[src/hw/rtl/ir_pulse_space_frame_decoder_assert.svh]
// assertion macros used by the ir frame decoder top module
`ifndef IR_PULSE_SPACE_FRAME_DECODER_ASSERT_SVH
`define IR_PULSE_SPACE_FRAME_DECODER_ASSERT_SVH

// same-cycle implication, checked out of reset
`define IPSFD_ASSERT_NOW(label, clk, rstn, ante, cons) \
  label: assert property (@(posedge clk) disable iff (!(rstn)) (ante) |-> (cons)) \
    else $error("ipsfd assertion failed");

// next-cycle implication, checked out of reset
`define IPSFD_ASSERT_NEXT(label, clk, rstn, ante, cons) \
  label: assert property (@(posedge clk) disable iff (!(rstn)) (ante) |=> (cons)) \
    else $error("ipsfd assertion failed");

`endif

[src/hw/rtl/ipsfd_pkg.sv]
// types and constants of the ir pulse/space frame decoder
`default_nettype none

package ipsfd_pkg;

  // result status codes
  typedef enum logic [1:0] {
    StatusOk        = 2'd0,
    StatusCheckFail = 2'd1,
    StatusReject    = 2'd2
  } status_e;

  // configuration register indexes
  localparam logic [1:0] CfgBitThreshold      = 2'd0;
  localparam logic [1:0] CfgPreambleThreshold = 2'd1;
  localparam logic [1:0] CfgMinFrameWords     = 2'd2;

  // register reset values
  localparam logic [15:0] BitThresholdReset      = 16'd1200;
  localparam logic [31:0] PreambleThresholdReset = 32'h0002_0000;
  localparam logic [6:0]  MinFrameWordsReset     = 7'd68;

  // frame layout
  localparam logic [6:0] FirstBitWord = 7'd4;
  localparam logic [6:0] LastBitWord  = 7'd66;
  localparam int unsigned CountMax    = 127;
  localparam logic [7:0] CheckSum     = 8'hFF;

  typedef struct packed {
    logic [15:0] bit_threshold;
    logic [31:0] preamble_threshold;
    logic [6:0]  min_frame_words;
  } cfg_t;

  typedef struct packed {
    logic [6:0]  word_count;
    logic [31:0] code_acc;
    logic        preamble_ok;
  } read_state_t;

  typedef struct packed {
    status_e     status;
    logic [31:0] code_word;
    logic [7:0]  data_byte;
  } result_t;

endpackage

`default_nettype wire

[src/hw/rtl/ipsfd_if.sv]
// valid/ready channel interfaces of the ir frame decoder
`default_nettype none

// duration word channel
interface ipsfd_in_if;
  logic        valid;
  logic        ready;
  logic [31:0] duration_word;
  logic        last_of_read;

  modport source (output valid, output duration_word, output last_of_read, input ready);
  modport sink   (input valid, input duration_word, input last_of_read, output ready);
endinterface

// decoded result channel
interface ipsfd_out_if;
  logic               valid;
  logic               ready;
  ipsfd_pkg::status_e status;
  logic [31:0]        code_word;
  logic [7:0]         data_byte;

  modport source (output valid, output status, output code_word, output data_byte,
                  input ready);
  modport sink   (input valid, input status, input code_word, input data_byte,
                  output ready);
endinterface

// configuration write channel
interface ipsfd_cfg_if;
  logic        valid;
  logic        ready;
  logic [1:0]  addr;
  logic [31:0] wdata;

  modport source (output valid, output addr, output wdata, input ready);
  modport sink   (input valid, input addr, input wdata, output ready);
endinterface

`default_nettype wire

[src/hw/rtl/ipsfd_step.sv]
// per-word decode: next read state and end-of-read result
`default_nettype none

module ipsfd_step #(
  parameter int unsigned MAX_READ_WORDS = 128
) (
  input  ipsfd_pkg::cfg_t        cfg_i,
  input  ipsfd_pkg::read_state_t state_i,
  input  logic [31:0]            word_i,
  input  logic                   last_i,
  output ipsfd_pkg::read_state_t state_o,
  output ipsfd_pkg::result_t     result_o
);

  localparam int unsigned LimitRaw = MAX_READ_WORDS - 1;
  localparam logic [6:0] CountLimit =
    (LimitRaw < ipsfd_pkg::CountMax) ? 7'(LimitRaw) : 7'(ipsfd_pkg::CountMax);

  logic [6:0]  pos;
  logic        pre_ok;
  logic        bit_slot;
  logic [6:0]  slot_offset;
  logic [4:0]  bit_no;
  logic [31:0] code_next;
  logic [7:0]  total;
  logic        rejected;
  logic [7:0]  data_field;
  logic [7:0]  check_field;

  assign pos = state_i.word_count;

  // preamble is judged on word 0 only
  assign pre_ok = (pos == 7'd0) ? (word_i > cfg_i.preamble_threshold) : state_i.preamble_ok;

  // even space words 4..66 carry one code bit, msb first
  assign bit_slot    = (pos >= ipsfd_pkg::FirstBitWord) && (pos <= ipsfd_pkg::LastBitWord) &&
                       !pos[0];
  assign slot_offset = pos - ipsfd_pkg::FirstBitWord;
  assign bit_no      = 5'd31 - slot_offset[5:1];

  always_comb begin
    code_next = state_i.code_acc;
    if (bit_slot && (word_i > {16'd0, cfg_i.bit_threshold})) begin
      code_next[bit_no] = 1'b1;
    end
  end

  // length check counts the current word
  assign total    = {1'b0, pos} + 8'd1;
  assign rejected = (total < {1'b0, cfg_i.min_frame_words}) || !pre_ok;

  assign data_field  = code_next[15:8];
  assign check_field = code_next[7:0];

  // result fields
  always_comb begin
    result_o.status    = ipsfd_pkg::StatusReject;
    result_o.code_word = 32'd0;
    result_o.data_byte = 8'd0;
    if (!rejected) begin
      result_o.code_word = code_next;
      if ((data_field ^ check_field) == ipsfd_pkg::CheckSum) begin
        result_o.status    = ipsfd_pkg::StatusOk;
        result_o.data_byte = data_field;
      end else begin
        result_o.status = ipsfd_pkg::StatusCheckFail;
      end
    end
  end

  // next state: saturating count, cleared at end of read
  always_comb begin
    if (last_i) begin
      state_o = '0;
    end else begin
      state_o.word_count  = (pos < CountLimit) ? pos + 7'd1 : pos;
      state_o.code_acc    = code_next;
      state_o.preamble_ok = pre_ok;
    end
  end

endmodule

`default_nettype wire

[src/hw/rtl/ir_pulse_space_frame_decoder.sv]
// an accepted word goes to the input register; a word ending a read is decoded into the output register
// throughput: one duration word per cycle, set by the single decode stage, but
// a word that ends a read waits in the input register while the result is unread
// reset clears the read state, both valid flags and loads the register defaults
// configuration writes are taken every cycle
`default_nettype none

`include "ir_pulse_space_frame_decoder_assert.svh"

module ir_pulse_space_frame_decoder #(
  parameter int unsigned MAX_READ_WORDS = 128
) (
  input  wire logic         clk_i,
  input  wire logic         rst_ni,
  ipsfd_in_if.sink          in_i,
  ipsfd_out_if.source       out_o,
  ipsfd_cfg_if.sink         cfg_i
);

  ipsfd_pkg::cfg_t        cfg_q;
  ipsfd_pkg::read_state_t state_q, state_d;
  ipsfd_pkg::result_t     result_d, result_q;

  logic        s1_valid_q;
  logic [31:0] s1_word_q;
  logic        s1_last_q;
  logic        out_valid_q;
  logic        out_free;
  logic        advance;

  // configuration registers
  assign cfg_i.ready = 1'b1;

  always_ff @(posedge clk_i or negedge rst_ni) begin
    if (!rst_ni) begin
      cfg_q.bit_threshold      <= ipsfd_pkg::BitThresholdReset;
      cfg_q.preamble_threshold <= ipsfd_pkg::PreambleThresholdReset;
      cfg_q.min_frame_words    <= ipsfd_pkg::MinFrameWordsReset;
    end else if (cfg_i.valid) begin
      unique case (cfg_i.addr)
        ipsfd_pkg::CfgBitThreshold:      cfg_q.bit_threshold      <= cfg_i.wdata[15:0];
        ipsfd_pkg::CfgPreambleThreshold: cfg_q.preamble_threshold <= cfg_i.wdata;
        ipsfd_pkg::CfgMinFrameWords:     cfg_q.min_frame_words    <= cfg_i.wdata[6:0];
        default: ;
      endcase
    end
  end

  // handshake between input register, decode stage and output register
  assign out_free   = !out_valid_q || out_o.ready;
  assign advance    = s1_valid_q && (!s1_last_q || out_free);
  assign in_i.ready = !s1_valid_q || advance;

  // input register
  always_ff @(posedge clk_i or negedge rst_ni) begin
    if (!rst_ni) begin
      s1_valid_q <= 1'b0;
    end else if (in_i.ready) begin
      s1_valid_q <= in_i.valid;
    end
  end

  always_ff @(posedge clk_i) begin
    if (in_i.ready && in_i.valid) begin
      s1_word_q <= in_i.duration_word;
      s1_last_q <= in_i.last_of_read;
    end
  end

  // decode logic
  ipsfd_step #(
    .MAX_READ_WORDS (MAX_READ_WORDS)
  ) u_step (
    .cfg_i    (cfg_q),
    .state_i  (state_q),
    .word_i   (s1_word_q),
    .last_i   (s1_last_q),
    .state_o  (state_d),
    .result_o (result_d)
  );

  // read state
  always_ff @(posedge clk_i or negedge rst_ni) begin
    if (!rst_ni) begin
      state_q <= '0;
    end else if (advance) begin
      state_q <= state_d;
    end
  end

  // output register
  always_ff @(posedge clk_i or negedge rst_ni) begin
    if (!rst_ni) begin
      out_valid_q <= 1'b0;
    end else if (out_free) begin
      out_valid_q <= advance && s1_last_q;
    end
  end

  always_ff @(posedge clk_i) begin
    if (advance && s1_last_q) begin
      result_q <= result_d;
    end
  end

  assign out_o.valid     = out_valid_q;
  assign out_o.status    = result_q.status;
  assign out_o.code_word = result_q.code_word;
  assign out_o.data_byte = result_q.data_byte;

  // checks
  `IPSFD_ASSERT_NOW(a_reject_clears, clk_i, rst_ni,
    out_valid_q && (result_q.status == ipsfd_pkg::StatusReject),
    (result_q.code_word == 32'd0) && (result_q.data_byte == 8'd0))
  `IPSFD_ASSERT_NOW(a_data_only_ok, clk_i, rst_ni,
    out_valid_q && (result_q.status != ipsfd_pkg::StatusOk),
    result_q.data_byte == 8'd0)
  `IPSFD_ASSERT_NOW(a_ok_is_complement, clk_i, rst_ni,
    out_valid_q && (result_q.status == ipsfd_pkg::StatusOk),
    (result_q.data_byte == result_q.code_word[15:8]) &&
    ((result_q.data_byte ^ result_q.code_word[7:0]) == ipsfd_pkg::CheckSum))
  `IPSFD_ASSERT_NEXT(a_read_end_clears, clk_i, rst_ni,
    advance && s1_last_q,
    (state_q.word_count == 7'd0) && (state_q.code_acc == 32'd0) && !state_q.preamble_ok)
  `IPSFD_ASSERT_NEXT(a_result_held, clk_i, rst_ni,
    out_valid_q && !out_o.ready,
    out_valid_q && $stable(result_q))

endmodule

`default_nettype wire

[src/flat_wrapper.sv]
// flat-port wrapper written by rule: the top's interface ports become plain ports
module ir_pulse_space_frame_decoder_flat 
#(
  parameter int unsigned MAX_READ_WORDS = 128
)
  (clk_i, rst_ni, in_i_valid, in_i_duration_word, in_i_last_of_read, in_i_ready, out_o_valid, out_o_status, out_o_code_word, out_o_data_byte, out_o_ready, cfg_i_valid, cfg_i_addr, cfg_i_wdata, cfg_i_ready);
  ipsfd_in_if in_i_i ();
  ipsfd_out_if out_o_i ();
  ipsfd_cfg_if cfg_i_i ();
  input  wire logic clk_i;
  input  wire logic rst_ni;
  input wire logic [$bits(in_i_i.valid)-1:0] in_i_valid;
  input wire logic [$bits(in_i_i.duration_word)-1:0] in_i_duration_word;
  input wire logic [$bits(in_i_i.last_of_read)-1:0] in_i_last_of_read;
  output wire logic [$bits(in_i_i.ready)-1:0] in_i_ready;
  output wire logic [$bits(out_o_i.valid)-1:0] out_o_valid;
  output wire logic [$bits(out_o_i.status)-1:0] out_o_status;
  output wire logic [$bits(out_o_i.code_word)-1:0] out_o_code_word;
  output wire logic [$bits(out_o_i.data_byte)-1:0] out_o_data_byte;
  input wire logic [$bits(out_o_i.ready)-1:0] out_o_ready;
  input wire logic [$bits(cfg_i_i.valid)-1:0] cfg_i_valid;
  input wire logic [$bits(cfg_i_i.addr)-1:0] cfg_i_addr;
  input wire logic [$bits(cfg_i_i.wdata)-1:0] cfg_i_wdata;
  output wire logic [$bits(cfg_i_i.ready)-1:0] cfg_i_ready;
  assign in_i_i.valid = in_i_valid;
  assign in_i_i.duration_word = in_i_duration_word;
  assign in_i_i.last_of_read = in_i_last_of_read;
  assign in_i_ready = in_i_i.ready;
  assign out_o_valid = out_o_i.valid;
  assign out_o_status = out_o_i.status;
  assign out_o_code_word = out_o_i.code_word;
  assign out_o_data_byte = out_o_i.data_byte;
  assign out_o_i.ready = out_o_ready;
  assign cfg_i_i.valid = cfg_i_valid;
  assign cfg_i_i.addr = cfg_i_addr;
  assign cfg_i_i.wdata = cfg_i_wdata;
  assign cfg_i_ready = cfg_i_i.ready;
  ir_pulse_space_frame_decoder #(.MAX_READ_WORDS(MAX_READ_WORDS)) u_core (.clk_i(clk_i), .rst_ni(rst_ni), .in_i(in_i_i), .out_o(out_o_i), .cfg_i(cfg_i_i));
endmodule
[config.mk]
export PLATFORM = sky130hd
export DESIGN_NAME = ir_pulse_space_frame_decoder_flat
export DESIGN_NICKNAME = d
export VERILOG_FILES = /design/src/hw/rtl/ipsfd_pkg.sv /design/src/hw/rtl/ipsfd_if.sv /design/src/hw/rtl/ipsfd_step.sv /design/src/hw/rtl/ir_pulse_space_frame_decoder.sv /design/src/flat_wrapper.sv
export VERILOG_INCLUDE_DIRS = /design/src /design/src/hw/rtl
export SDC_FILE = /design/constraint.sdc
export NUM_CORES = 1
export LEC_CHECK = 0
export BUFFER_PORTS_ARGS = -buffer_cell sky130_fd_sc_hd__buf_4
export CORE_ASPECT_RATIO = 2
export CORE_MARGIN = 4
export CORE_UTILIZATION = 35
export CTS_CLUSTER_DIAMETER = 120
export DETAILED_ROUTE_END_ITERATION = 10
export SLEW_MARGIN = 10
export SYNTH_ARGS = -nofsm -noshare
export SYNTH_HDL_FRONTEND = slang
export SYNTH_HIERARCHICAL = 1
export SYNTH_SLANG_ARGS = --single-unit
[constraint.sdc]
create_clock -name clk_i -period 7.99 [get_ports clk_i]
set_input_delay 0.799 -clock clk_i [delete_from_list [all_inputs] [get_ports clk_i]]
set_output_delay 0.799 -clock clk_i [all_outputs]
set_load 0.01 [all_outputs]
==> out/metrics.csv <==
stage,metric,value,unit
layout,finalNetCount,1090,
timing,slew_headroom,24.01,%
layout,area_delta_synth_final,18.34,%
drt,first_pass_iters,5,
timing,tns,0,ns
power,peakVddDrop,0.1307,mV
power,p_leak,4.495,nW
synthesis,synth-edff-count,75,
timing,rsz0062_at_grt,false,
die,start_util,35.55,%
setup_path,critPathBufInv,1,
layout,n_fill_cell,2542,
synthesis,synth_area_leaders,"dfrtp_1 (24%), edfxtp_1 (24%), ha_1 (7.9%)",
drt,vias,6898,
setup_path,reg2reg_to,u_core/out_o.status[0],
timing,min_period,3.956,ns
synthesis,ys.flop_type,dfrtp_1,
synthesis,synth_fa_ha_area_share,7.871,%
grt,grt_max_degree,84,
die,fp.dieH,239.5,um
timing,setup_viol,0,
drt,m1WireLength,8187,um
setup_path,rr_startpoint,u_core/state_q[35],
synthesis,synth_area_leader_cell,dfrtp_1,
die,die_w,123.8,um
synthesis,synth.cell_area,9379,um2
synthesis,async_reset_ff_share,56.40,%
clocking,clock_tree.buffer_depth,2,
grt,antenna_found_initial,0,
die,io-pin-count,117,
drt,totalWireLength,23560,um
setup_path,path_cells,inv_1 -> ha_1 -> xor2_1 -> mux2_2 -> a311o_1 -> a21oi_1 -> o2111ai_1 -> a211o_1 -> nor2b_4,
timing,maxSlewViolCount,0,
synthesis,synth.avg_cell_area,10.77,um2
grt,grt_pass1_vias,7028,
power,totalPowerFinal,2.396,mW
timing,skew,0.01255,ns
synthesis,yosysTopAreaCellShare,24.01,%
setup_path,r2r_cells,9,
synthesis,yosysSeqAreaShare,49.99,%
timing,min_period_over_period,49.51,%
clocking,cts_buffers,17,
setup_path,required,8.17,ns
clocking,ctsResizeCount,0,
setup_path,rrSetupSlack,4.03,ns
outcome,outcome,finished clean,
power,power.density,215.9,nW/um2
layout,num_antenna_cells,0,
timing,whs,0.4282,ns
synthesis,synth_compound_gate_area_share,10.65,%
run,drv_cap,0,
placed_design,portBuffers,115,
synthesis,synth_simple_gate_area_share,17.89,%
clocking,clockRootBuffer,clkbuf_16,
drt,drtAntennaViolNets,0,
synthesis,synth-xor-area-share,0.9205,%
clocking,clock_sinks,172,
synthesis,synthTopCellsByCount,"dfrtp_1 (90), nor2_1 (84), edfxtp_1 (75), inv_1 (62), nand2_1 (61)",
min_path,hold_class,primary input to asynchronous set/reset pin,
drt,top_layer,met4,
synthesis,syn_nets,1002,
synthesis,synth_cell_types,65,
layout,drive_above_1_share,24.90,%
timing,hold_viol_final,0,
synthesis,yosys_warnings,6,
die,core_area,26380,um2
timing,max_freq,252.8,MHz
grt,grt_pass1_wl,37420,um
layout,fin_util,42.07,%
clocking,cts_setup_buffers,0,
timing,worst_slew_pin_slew,1.137,ns
timing,final.setup.worst_slack,4.034,ns
synthesis,synth_top_family_by_area,simple AND/OR/NAND/NOR gates,
setup_path,slowest_delay,0.81,ns
drt,drtIter0Drc,435,
clocking,cts_tree,built,
synthesis,ys_seq_elements,172,
setup_path,path_delay_family,compound AO/OA/AOI/OAI gates,
die,num_rows,84,
drt,wl_met2,13270,um
drt,dr_wl_met3,998,um
setup_path,critical_path.slowest_cell,dfrtp_1,
synthesis,yosys.cell_count.top_type,dfrtp_1,
clocking,clock_latency,0.45,ns
grt,grt_overflow_total,0,
setup_path,end_kind,flop,
grt,grtUsageTotal,16.67,%
drt,vias_per_cell,5.242,
synthesis,synthCells,871,
clocking,clk_pin_slew,0.07,ns
setup_path,worst_ep_arrival_time,4.14,ns
die,dieArea,29640,um2
drt,routedWlPerCell,17.90,um
placed_design,routabilityCongestion,0.8923,
placed_design,dp_hpwl,16740,um
drt,drc,0,
placed_design,place_ws,4.080,ns
synthesis,muxShareOfSynthArea,7.404,%
clocking,h-tree-depth,4,
setup_path,critPathMaxFanout,23,
setup_path,start_kind,flop,
clocking,cts_hold_buf,0,
setup_path,crit_type,flop to flop,
[routing by layer]
metal	GRT usage, %	vias to the layer above
met5	0	-
met4	9.513	0
met3	3.261	56
met2	30.97	181
met1	16.77	3360
li1	-	3301
[power by group]
group,switching [mW],total (mW),leakage [nW],internal (mW)
Combinational,0.268,0.466,2.25,0.199
Sequential,0.0504,1.06,1.94,1.01
Clock,0.348,0.868,0.297,0.520
Total,0.666,2.40,4.50,1.73
[placed cells by master (no fill, tap or decap), drive strengths merged, types with 3 or more instances in the layout]
master and count:
a31oi 5, nand2b 41, clkbuf 23, inv 63
buf 122, a211oi 4, mux2i 3, and2 4
edfxtp 75, o21ai 13, mux2 57, nand2 61
nand4 10, o21a 3, or4 3, xnor2 3
nor2b 6, dfstp 7, and3 7, clkinv 4
nor2 84, nor3 19, dfrtp 90, nand3b 3
a21oi 58, xor2 6, nand3 12, ha 59
a22oi 4, bufinv 3, o211ai 43, nor4 8
nand4b 40
[layout make-up]
| cell class | instances | area [um2] | area share [%] |
|---|---|---|---|
| Tap cell | 344 | 430.4 | 3.878 |
| Clock buffer | 23 | 479.2 | 4.317 |
| Multi-Input combinational cell | 584 | 4219 | 38.01 |
| Sequential cell | 172 | 4688 | 42.24 |
| Timing Repair Buffer | 122 | 915.9 | 8.252 |
| Clock inverter | 9 | 133.9 | 1.206 |
| Inverter | 62 | 232.7 | 2.097 |
[registers in the layout, summed over array words and instances (netlist names)]
name,flops
u_core/cfg_q,55
u_core/out_o.code_word,32
u_core/out_o.data_byte,8
u_core/out_o.status,2
u_core/out_o.valid,1
u_core/s1_last_q,1
u_core/s1_valid_q,1
u_core/s1_word_q,32
u_core/state_q,40
[kinds of logic after synthesis]
| kind of cell | count (synthesis) |
|---|---|
| AO/OA/AOI/OAI | 152 |
| XOR/XNOR | 9 |
| adder cells (fa/ha/maj) | 59 |
| buffers and inverters | 115 |
| flip-flops | 172 |
| multiplexers | 61 |
| other | 1 |
| AND/OR/NAND/NOR | 302 |
[metrics by stage]
stage / instance area, um2 / cells
2_1_floorplan: 9379 / 871
3_3_place_gp: 10490 / 1284
3_5_place_dp: 10490 / 1284
4_1_cts: 11100 / 1316
5_1_grt: 11100 / 1316
6_report: 11100 / 1316
[worst max-delay path by stage]
stage	slack, ns	cells after the start	from	end
finish	4.03	9	u_core/state_q[35]	u_core/out_o.status[0]
global route	3.79	9	u_core/state_q[35]	u_core/out_o.status[0]
CTS	4.05	9	u_core/state_q[35]	u_core/out_o.status[0]
detailed placement	4.08	9	u_core/state_q[35]	u_core/out_o.status[0]
global placement	4.18	9	u_core/state_q[35]	u_core/out_o.status[0]
floorplan	4.58	12	u_core/state_q[35]	u_core/out_o.status[0]
(Power assumes the default switching activity.)
